<file path="src/rtl/debounced_toggle_auto_off_top_assert.svh">
// assertion macros for the debounced toggle block
// used by debounced_toggle_auto_off_top, needs a clock and a reset name
`ifndef DEBOUNCED_TOGGLE_AUTO_OFF_TOP_ASSERT_SVH
`define DEBOUNCED_TOGGLE_AUTO_OFF_TOP_ASSERT_SVH

// same-cycle implication
`define DTAO_ASSERT_IMP(lbl, clk, rst, a, b) \
  lbl: assert property (@(posedge clk) disable iff (rst) (a) |-> (b)) \
    else $error("dtao assertion failed");

// next-cycle implication
`define DTAO_ASSERT_NXT(lbl, clk, rst, a, b) \
  lbl: assert property (@(posedge clk) disable iff (rst) (a) |=> (b)) \
    else $error("dtao assertion failed");

`endif

</file>
<file path="src/rtl/dtao_pkg.sv">
// shared types, register codes and helpers for the debounced toggle block
// no dependencies
`default_nettype none

package dtao_pkg;

  localparam int CFG_IDX_W  = 8;
  localparam int CFG_DATA_W = 32;

  localparam logic [CFG_IDX_W-1:0] REG_DEBOUNCE_MS   = 8'd0;
  localparam logic [CFG_IDX_W-1:0] REG_ON_TIME_MS    = 8'd1;
  localparam logic [CFG_IDX_W-1:0] REG_INVERT_INPUT  = 8'd2;
  localparam logic [CFG_IDX_W-1:0] REG_INVERT_OUTPUT = 8'd3;

  localparam logic [15:0] DEBOUNCE_MS_RST = 16'd150;
  localparam logic [31:0] ON_TIME_MS_RST  = 32'd60000;

  typedef struct packed {
    logic        raw_level;
    logic        remote_press;
    logic [15:0] elapsed_ms;
  } dtao_in_t;

  typedef struct packed {
    logic light_drive;
    logic toggle_pulse;
    logic debounced_press;
  } dtao_out_t;

  typedef struct packed {
    logic [15:0] debounce_ms;
    logic [31:0] on_time_ms;
    logic        invert_input;
    logic        invert_output;
  } dtao_cfg_t;

  function automatic logic [31:0] sat_add(input logic [31:0] a, input logic [15:0] b);
    logic [32:0] s;
    s = {1'b0, a} + {17'b0, b};
    return s[32] ? 32'hFFFF_FFFF : s[31:0];
  endfunction

endpackage

`default_nettype wire

</file>
<file path="src/rtl/dtao_cfg_regs.sv">
// configuration registers of the debounced toggle block
// depends on dtao_pkg
`default_nettype none

module dtao_cfg_regs (
  input  wire logic                           clk,
  input  wire logic                           rst,
  input  wire logic                           wr_en,
  input  wire logic [dtao_pkg::CFG_IDX_W-1:0]  wr_index,
  input  wire logic [dtao_pkg::CFG_DATA_W-1:0] wr_data,
  output dtao_pkg::dtao_cfg_t                 cfg
);
  import dtao_pkg::*;

  always_ff @(posedge clk) begin
    if (rst) begin
      cfg.debounce_ms   <= DEBOUNCE_MS_RST;
      cfg.on_time_ms    <= ON_TIME_MS_RST;
      cfg.invert_input  <= 1'b0;
      cfg.invert_output <= 1'b0;
    end else if (wr_en) begin
      unique case (wr_index)
        REG_DEBOUNCE_MS:   cfg.debounce_ms   <= wr_data[15:0];
        REG_ON_TIME_MS:    cfg.on_time_ms    <= wr_data[31:0];
        REG_INVERT_INPUT:  cfg.invert_input  <= wr_data[0];
        REG_INVERT_OUTPUT: cfg.invert_output <= wr_data[0];
        default: begin
        end
      endcase
    end
  end

endmodule

`default_nettype wire

</file>
<file path="src/rtl/dtao_core.sv">
// per-poll state update: debounce, edge toggle and auto-off timer
// depends on dtao_pkg
`default_nettype none

module dtao_core (
  input  wire logic          clk,
  input  wire logic          rst,
  input  wire logic          accept,
  input  wire dtao_pkg::dtao_in_t  poll,
  input  wire dtao_pkg::dtao_cfg_t cfg,
  output dtao_pkg::dtao_out_t result_next
);
  import dtao_pkg::*;

  logic        press_qualified, press_qualified_next;
  logic        prior_press, prior_press_next;
  logic        toggle_latch, toggle_latch_next;
  logic        light_on, light_on_next;
  logic [31:0] held_time, held_time_next;
  logic [31:0] lit_time, lit_time_next;
  logic        timer_running, timer_running_next;

  logic        pressed;
  logic [31:0] held_sum;
  logic [31:0] lit_sum;
  logic        pulse;

  always_comb begin
    pressed  = poll.raw_level ^ cfg.invert_input;
    held_sum = sat_add(held_time, poll.elapsed_ms);
    lit_sum  = timer_running ? sat_add(lit_time, poll.elapsed_ms) : lit_time;

    prior_press_next   = prior_press;
    toggle_latch_next  = toggle_latch;
    light_on_next      = light_on;
    lit_time_next      = lit_sum;
    timer_running_next = timer_running;
    pulse              = 1'b0;

    if (pressed) begin
      held_time_next       = held_sum;
      press_qualified_next = press_qualified | (held_sum > {16'b0, cfg.debounce_ms});
    end else begin
      held_time_next       = '0;
      press_qualified_next = 1'b0;
    end
    if (poll.remote_press) begin
      press_qualified_next = 1'b1;
    end

    if (press_qualified_next) begin
      if (!prior_press) begin
        prior_press_next = 1'b1;
        pulse            = 1'b1;
        if (!toggle_latch) begin
          light_on_next      = 1'b1;
          toggle_latch_next  = 1'b1;
          lit_time_next      = '0;
          timer_running_next = 1'b1;
        end else begin
          light_on_next     = 1'b0;
          toggle_latch_next = 1'b0;
        end
      end
    end else begin
      prior_press_next = 1'b0;
      if (light_on && timer_running && (lit_sum > cfg.on_time_ms)) begin
        light_on_next      = 1'b0;
        toggle_latch_next  = 1'b0;
        timer_running_next = 1'b0;
        lit_time_next      = '0;
      end
    end

    result_next.light_drive     = light_on_next ^ cfg.invert_output;
    result_next.toggle_pulse    = pulse;
    result_next.debounced_press = press_qualified_next;
  end

  always_ff @(posedge clk) begin
    if (rst) begin
      press_qualified <= 1'b0;
      prior_press     <= 1'b0;
      toggle_latch    <= 1'b0;
      light_on        <= 1'b0;
      held_time       <= '0;
      lit_time        <= '0;
      timer_running   <= 1'b0;
    end else if (accept) begin
      press_qualified <= press_qualified_next;
      prior_press     <= prior_press_next;
      toggle_latch    <= toggle_latch_next;
      light_on        <= light_on_next;
      held_time       <= held_time_next;
      lit_time        <= lit_time_next;
      timer_running   <= timer_running_next;
    end
  end

endmodule

`default_nettype wire

</file>
<file path="src/rtl/dtao_out_stage.sv">
// result register with valid/stall handshake toward the consumer
// depends on dtao_pkg
`default_nettype none

module dtao_out_stage (
  input  wire logic          clk,
  input  wire logic          rst,
  input  wire logic          load,
  input  wire dtao_pkg::dtao_out_t result_next,
  output logic               result_valid,
  input  wire logic          result_stall,
  output dtao_pkg::dtao_out_t result
);
  import dtao_pkg::*;

  always_ff @(posedge clk) begin
    if (rst) begin
      result_valid <= 1'b0;
    end else if (load) begin
      result_valid <= 1'b1;
    end else if (!result_stall) begin
      result_valid <= 1'b0;
    end
  end

  always_ff @(posedge clk) begin
    if (load) begin
      result <= result_next;
    end
  end

endmodule

`default_nettype wire

</file>
<file path="src/rtl/debounced_toggle_auto_off_top.sv">
// top level of the debounced push-button toggle with auto-off timer
// depends on dtao_pkg, dtao_cfg_regs, dtao_core, dtao_out_stage and the assert header
//
// channel  | direction | handshake          | beat
// poll     | in        | poll_valid/stall   | raw_level, remote_press, elapsed_ms
// result   | out       | result_valid/stall | light_drive, toggle_pulse, debounced_press
// cfg      | in        | cfg_valid/ready    | cfg_index, cfg_data
//
// one poll per clock unless stalled; its result appears in the result register in the cycle after acceptance
// the poll is stalled during reset and while a result is held and the consumer stalls it
// cfg_ready is always high; a write takes effect on the next cycle
// rst is synchronous and clears the state, registers go to their reset values; the result data register is not reset
`default_nettype none

`include "debounced_toggle_auto_off_top_assert.svh"

module debounced_toggle_auto_off_top (
  input  wire logic                           clk,
  input  wire logic                           rst,
  input  wire logic                           poll_valid,
  output logic                                poll_stall,
  input  wire dtao_pkg::dtao_in_t             poll,
  output logic                                result_valid,
  input  wire logic                           result_stall,
  output dtao_pkg::dtao_out_t                 result,
  input  wire logic                           cfg_valid,
  output logic                                cfg_ready,
  input  wire logic [dtao_pkg::CFG_IDX_W-1:0]  cfg_index,
  input  wire logic [dtao_pkg::CFG_DATA_W-1:0] cfg_data
);
  import dtao_pkg::*;

  dtao_cfg_t cfg;
  dtao_out_t result_next;
  logic      accept;

  assign cfg_ready  = 1'b1;
  assign poll_stall = rst | (result_valid & result_stall);
  assign accept     = poll_valid & ~poll_stall;

  dtao_cfg_regs u_cfg_regs (
    .clk      (clk),
    .rst      (rst),
    .wr_en    (cfg_valid & cfg_ready),
    .wr_index (cfg_index),
    .wr_data  (cfg_data),
    .cfg      (cfg)
  );

  dtao_core u_core (
    .clk         (clk),
    .rst         (rst),
    .accept      (accept),
    .poll        (poll),
    .cfg         (cfg),
    .result_next (result_next)
  );

  dtao_out_stage u_out_stage (
    .clk          (clk),
    .rst          (rst),
    .load         (accept),
    .result_next  (result_next),
    .result_valid (result_valid),
    .result_stall (result_stall),
    .result       (result)
  );

  `DTAO_ASSERT_NXT(a_poll_gives_result, clk, rst, accept, result_valid)
  `DTAO_ASSERT_NXT(a_remote_qualifies, clk, rst, accept && poll.remote_press, result.debounced_press)
  `DTAO_ASSERT_IMP(a_pulse_needs_press, clk, rst, result_valid && result.toggle_pulse, result.debounced_press)

endmodule

`default_nettype wire
</file>
<file path="config.mk">
export PLATFORM = sky130hd
export DESIGN_NAME = debounced_toggle_auto_off_top
export DESIGN_NICKNAME = d
export VERILOG_FILES = /design/src/rtl/dtao_pkg.sv /design/src/rtl/dtao_cfg_regs.sv /design/src/rtl/dtao_core.sv /design/src/rtl/dtao_out_stage.sv /design/src/rtl/debounced_toggle_auto_off_top.sv
export VERILOG_INCLUDE_DIRS = /design/src /design/src/rtl
export SDC_FILE = /design/constraint.sdc
export NUM_CORES = 1
export LEC_CHECK = 0
export BUFFER_PORTS_ARGS = -buffer_cell sky130_fd_sc_hd__clkbuf_2
export CAP_MARGIN = 10
export CORE_MARGIN = 1.5
export CORE_UTILIZATION = 40
export DETAILED_ROUTE_END_ITERATION = 10
export SLEW_MARGIN = 30
export SYNTH_ARGS = -nofsm -noshare
export SYNTH_HDL_FRONTEND = slang
export SYNTH_SLANG_ARGS = --single-unit
</file>
<file path="constraint.sdc">
create_clock -name clk -period 6.2 [get_ports clk]
set_clock_uncertainty 0.1 [all_clocks]
set_input_delay 1.24 -clock clk [delete_from_list [all_inputs] [get_ports clk]]
set_output_delay 1.24 -clock clk [all_outputs]
set_load 0.005 [all_outputs]
</file>
==> flow_summary_export.csv, run 1 <==
group,metric,value,unit
grt,grt_use_met2,40.5,%
timing,hold_viol,0,
route,drtPass1Iterations,5,
placement,io_buffers,67,
worst_hold_path,hp-start,"u_cfg_regs.cfg[27]",
floorplanning,die-area,23000,sq um
power,switching_power,0.000615,W
synthesis,syn-num-nets,1280,
route,initialDrtViolationCount,648,
synthesis,ys_seq_area_share,28.0,%
synthesis,synthArstFlopShare,0,%
power,p_clk_share,44.9,%
cts,cts.hold.buffers_added,0,
setup_path,timing_worst_setup_path_type,"primary input to flop",
synthesis,ys_ff_latch,122,
grt,grt_max_degree,74,
finish,diodes,0,
power,ir_worst_vdd,0.177,mV
setup_path,reg2regPathDepth,21,
timing,report.final.slew_viol_count,0,
grt,antenna_found_initial,0,
route,drcViolationCount,0,
setup_path,critPathLaunchType,"primary input",
placement,gp_congestion,0.997,
grt,grt.busiest_layer,"met2",
power,power_density,197,nW/um^2
setup_path,r2r-end,"u_core.lit_time[27]",
power,p_seq_share,37.6,%
route,via_count,9143,
status,run_status,"complete, no violations",
finish,layout-drive-gt1-share,21.7,%
route,ant_nets,0,
finish,finalNonFillerCells,1582,
grt,grt_pass1_wl,45100,um
run,maxCapViolCount,0,
cts,clk_path_buf_depth,2,
synthesis,synth_common_cells,"145 x nand2_1, 119 x dfxtp_1, 104 x nor2_1",
synthesis,syn_area,8830,sq um
cts,clkTransAtPathRegs,60,ps
worst_hold_path,hold_depth,2,
route,drt-total-wl,28500,um
timing,setup_viol,0,
synthesis,synth_edf_count,3,
grt,grt_util_met3,4.64,%
timing,post-route-min-period,5940,ps
worst_hold_path,min_to,"u_cfg_regs.cfg[27]",
floorplanning,fp.dieH,152,um
cts,htreeDepth,4,
finish,num-nets-final,1434,
floorplanning,pin_count,69,
power,pwr-share-comb,17.5,%
synthesis,synth_top_area_cell,"dfxtp_1",
power,switching_share,28.5,%
floorplanning,start_util,40.6,%
grt,track_usage,25.4,%
synthesis,synth_top_cell_area_share,27.0,%
timing,tightestPinTransition,947,ps
synthesis,yosysMostFrequentCell,"nand2_1",
grt,grt_overflow,0,
setup_path,crit_arrival,6180,ps
grt,gr-usage-met1,34.8,%
setup_path,worstPathMaxFanout,7,
placement,place_inst,1546,
synthesis,syn_inst,1135,
setup_path,endpoint_kind,"flop",
cts,cts_tree,"built",
setup_path,rrSetupSlack,670,ps
finish,utilization,50.2,%
synthesis,syn_avg_cell_area,7.78,sq um
power,p_leak,4.56,nW
worst_hold_path,hp-class,"flop to flop",
floorplanning,std_cell_rows,54,
cts,insertion_delay,430,ps
finish,area.growth.synth_to_final,23.6,%
setup_path,worstPathRequired,6450,ps
floorplanning,core_region_area,21800,sq um
route,routedWlPerCell,18.0,um
synthesis,yosysWarnings,0,
timing,max_freq,0.168,GHz
synthesis,ys_types,82,
cts,cts_sinks,122,
cts,cts_buffers,17,
floorplanning,die_w,152,um
setup_path,regToRegStartpoint,"u_core.held_time[25]",
placement,dp_hpwl,21900,um
power,p_int,0.00154,W
timing,fin_crit_sh,95.8,%
route,routed_via_density,5.78,
synthesis,synth_flop_cell,"dfxtp_1",
grt,grt_pass1_vias,8392,
synthesis,synthTopCellsByArea,"dfxtp_1 27%, ha_1 11%, nand2_1 6.2%, a21oi_1 5.4%, nor2_1 4.4%",
timing,slew_headroom,36.8,%
cts,cts-root-buf,"clkbuf_16",
[layout make-up]
class / instances / area (sq um)
fill: 2141 / 10800
multi-input combinational: 891 / 5990
sequential: 122 / 2470
timing repair buffer: 193 / 1310
clock buffer: 21 / 460
tap: 280 / 350
inverter: 64 / 240
clock inverter: 11 / 97.6
[layout by cell type (no fill, tap or decap), drive strengths merged, types with 33 or more instances in the layout]
master / n
nand2: 146
buf: 126
dfxtp: 119
nor2: 104
a21oi: 98
clkbuf: 88
ha: 80
inv: 64
o21ai: 52
nand3: 33
[flip-flops by register name (all words and copies together), names as in the netlist]
register / count
u_core.light_on: 1
u_core.lit_time: 32
u_core.toggle_latch: 1
u_core.timer_running: 1
u_core.held_time: 32
u_cfg_regs.cfg: 50
u_out_stage.result: 3
u_out_stage.result_valid: 1
u_core.prior_press: 1
[metal layers]
layer,vias up,wire (um)
met5,-,0
met4,0,682
met3,52,1850
met2,342,13000
met1,4262,13100
li1,4487,-
[repair_timing]
action / CTS / global route
buffers inserted: 0 / 4
setup endpoints to repair: 0 / 39
gates resized for setup: 0 / 27
[worst max path at each step]
stage / from / to / slack, ps / cells after the start
final: poll[1] / u_core.lit_time[27] / 260 / 21
after CTS: poll[0] / u_out_stage.result[2] / 10 / 20
after global routing: poll[1] / u_core.lit_time[23] / -60 / 25
after global placement: poll[0] / u_out_stage.result[2] / -340 / 20
after floorplan: poll[0] / u_core.lit_time[10] / 10 / 24
after detailed placement: poll[0] / u_out_stage.result[2] / -390 / 20
[power groups by stage]
stage          combinational (W)  sequential (W)  clock (W)
3_3_place_gp            0.000361        0.000828          0
3_5_place_dp            0.000365        0.000828          0
2_1_floorplan           0.000212        0.000824          0
5_1_grt                 0.000415        0.000813    0.00101
6_report                0.000376        0.000811   0.000967
4_1_cts                 0.000368        0.000811   0.000976
[cell families after synthesis]
| family | count (synthesis) | synth area share, % |
|---|---|---|
| AND/OR/NAND/NOR | 404 | 21.5 |
| AO/OA/AOI/OAI | 353 | 27.6 |
| flip-flops | 122 | 28.0 |
| buffers and inverters | 122 | 5.82 |
| adder cells (fa/ha/maj) | 82 | 11.8 |
| XOR/XNOR | 34 | 3.37 |
| multiplexers | 17 | 1.94 |
| other | 1 | 0.0425 |
[worst max-delay path: stages]
cell       delay (ps)
clkbuf_2          160
ha_1              330
a211oi_1          100
or4_4             600
and2_1            190
a21oi_1           330
xnor2_1           160
nand2_1           110
ha_1              300
nand4_1           150
or4_4             530
nor2_2            120
nor3_1             70
nor3_1            220
o2111ai_1         190
or4_4             560
buf_4             160
o21ai_4           160
buf_4             180
a22oi_1            90
nor3_1            230
[per-stage QoR]
stage	instance area (sq um)	TNS, ps	power, W	setup WS [ps]	hold WS [ps]
global route	10900	-185	0.00224	-61.8	376
global placement	10200	-10960	0.00119	-336	344
finish	10900	0	0.00216	262	356
floorplan	8840	0	0.00104	12.5	336
CTS	10800	0	0.00216	11.1	355
detailed placement	10200	-12450	0.00119	-393	347
No activity file was read; power rests on OpenSTA's default activity.
==> inputs of run 2 (changes only) <==
CORE_MARGIN = 2   (was 1.5)
HOLD_SLACK_MARGIN = 0.03   (was default)
==> run 2 against run 1 <==
Effect of this change: flip-flop and latch count is the same; first-iteration DRC count is the same; register-to-register slack gained 50 ps; sequential share of layout area decreased by 0.25 points; die area rose by 1.3%; total power up 3.6%; critical endpoint is now u_core.lit_time[25].
==> flow_summary_export.csv, run 2 (synthesized netlist as in run 1, its figures left out) <==
group,metric,value,unit
status,run_status,"complete, no violations",
grt,grt_pass1_wl,45100,um
finish,top_regs,"u_cfg_regs.cfg x50, u_core.held_time x32, u_core.lit_time x32",
route,routed_via_density,5.68,
power,ir_worst_vdd,0.151,mV
grt,grt_overflow,0,
cts,htreeDepth,4,
route,ant_nets,0,
finish,area.growth.synth_to_final,25.0,%
timing,hold_viol,0,
grt,antenna_found_initial,0,
cts,insertion_delay,430,ps
cts,cts.hold.buffers_added,0,
cts,cts_tree,"built",
cts,cts-root-buf,"clkbuf_16",
timing,max_freq,0.167,GHz
route,drtPass1Iterations,5,
timing,tightestPinTransition,870,ps
route,via_count,9008,
route,routedWlPerCell,18.1,um
power,power_density,202,nW/um^2
setup_path,worstPathMaxFanout,8,
worst_hold_path,hp-class,"flop to flop",
placement,placed_area,10200,sq um
floorplanning,die-area,23300,sq um
finish,mostFrequentLayoutCell,"nand2_1",
finish,largest_register_ffs,50,
finish,design_area,11000,sq um
finish,num-fill-cells,2149,
finish,num-nets-final,1439,
setup_path,timing_worst_setup_path_type,"primary input to flop",
placement,dp_hpwl,22000,um
placement,place_worst_setup_slack,-411,ps
timing,setup_slack,222,ps
setup_path,endpoint_kind,"flop",
finish,diodes,0,
timing,fin_hold_ws,353,ps
placement,gp_congestion,0.942,
setup_path,worstPathRequired,6410,ps
floorplanning,die_w,153,um
cts,clkTransAtPathRegs,60,ps
timing,rsz0062_at_grt,"true",
grt,track_usage,24.1,%
grt,grt_pass1_vias,8410,
floorplanning,std_cell_rows,54,
timing,fin_crit_sh,96.4,%
setup_path,path_common_cell,"buf_4",
setup_path,critPathLaunchType,"primary input",
timing,post-route-min-period,5980,ps
finish,layout-drive-gt1-share,22.1,%
finish,final_cell_mix,"145 x nand2_1, 128 x buf_4, 119 x dfxtp_1",
route,drt-total-wl,28700,um
setup_path,crit_arrival,6190,ps
timing,finalSetupTns,0,ps
timing,slew_headroom,42.0,%
cts,cts_buffers,17,
setup_path,rrSetupSlack,720,ps
floorplanning,core_region_area,21800,sq um
timing,setup_viol,0,
timing,report.final.slew_viol_count,0,
setup_path,cpPeakStageDelay,370,ps
floorplanning,fp.dieH,153,um
grt,grt_max_degree,74,
finish,multi_input_area,6010,sq um
route,initialDrtViolationCount,648,
cts,clk_path_buf_depth,2,
floorplanning,pin_count,69,
setup_path,cpMaxStageDelayCell,"a211o_1",
finish,seqCellArea,2470,sq um
run,maxCapViolCount,0,
cts,cts_sinks,122,
finish,top_register,"u_cfg_regs.cfg",
route,drcViolationCount,0,
placement,io_buffers,67,
floorplanning,start_util,40.6,%
power,p_leak,4.61,nW
finish,utilization,50.7,%
-- run 2: cell count changes in the layout (fill, tap and decap cells not counted), sizes merged --
cell | before | now
bufinv | 1 | 3
buf | 126 | 131
clkbuf | 88 | 86
clkinvlp | 4 | 1
clkinv | 6 | 7
inv | 64 | 66
-- run 2: worst max-delay path, delay by kind of cell --
family | cells | cell delay (ps)
compound gates | 13 | 2280
simple gates | 5 | 900
buf+inv | 7 | 1190
fa+ha+maj | 2 | 540
-- run 2: per-stage QoR --
stage               instances  total power [W]
floorplan                1135          0.00104
global placement         1549          0.00119
detailed placement       1549          0.00119
CTS                      1581          0.00223
global route             1587          0.00232
finish                   1587          0.00223
-- run 2: layer usage --
metal  GRT usage (%)  vias up  routed length (um)
li1                -     4494                   -
met1            32.8     4221               13400
met2            39.5      253               13400
met3            3.81       40                1320
met4            7.01        0                 596
met5               0        -                   0
-- run 2: final cells by class --
cell class / count / share of cell area [%]
Timing Repair Buffer: 198 / 12.2
Sequential cell: 122 / 22.4
Inverter: 64 / 2.18
Tap cell: 280 / 3.17
Clock buffer: 19 / 4.01
Multi-Input combinational cell: 891 / 54.5
Clock inverter: 13 / 1.53
-- run 2: timing repair --
action,4_1_cts,5_1_grt
endpoints found under the setup margin,0,39
setup buffers,0,6
gates resized for setup,0,29
-- run 2: worst paths after layout --
kind                                      startpoint                  end  depth (start not counted)
worst max-delay path                         poll[1]  u_core.lit_time[25]                         27
worst min-delay path               u_cfg_regs.cfg[5]    u_cfg_regs.cfg[5]                          2
worst max register to register  u_core.held_time[25]   u_core.lit_time[1]                         21
worst min register to register     u_cfg_regs.cfg[5]    u_cfg_regs.cfg[5]                          2
-- run 2: power by group --
| group | leakage [nW] | internal, W | switching, W |
|---|---|---|---|
| registers | 0.988 | 0.000800 | 0.0000119 |
| clock network | 0.298 | 0.000647 | 0.000395 |
| logic | 3.32 | 0.000171 | 0.000207 |
| total | 4.61 | 0.00162 | 0.000614 |
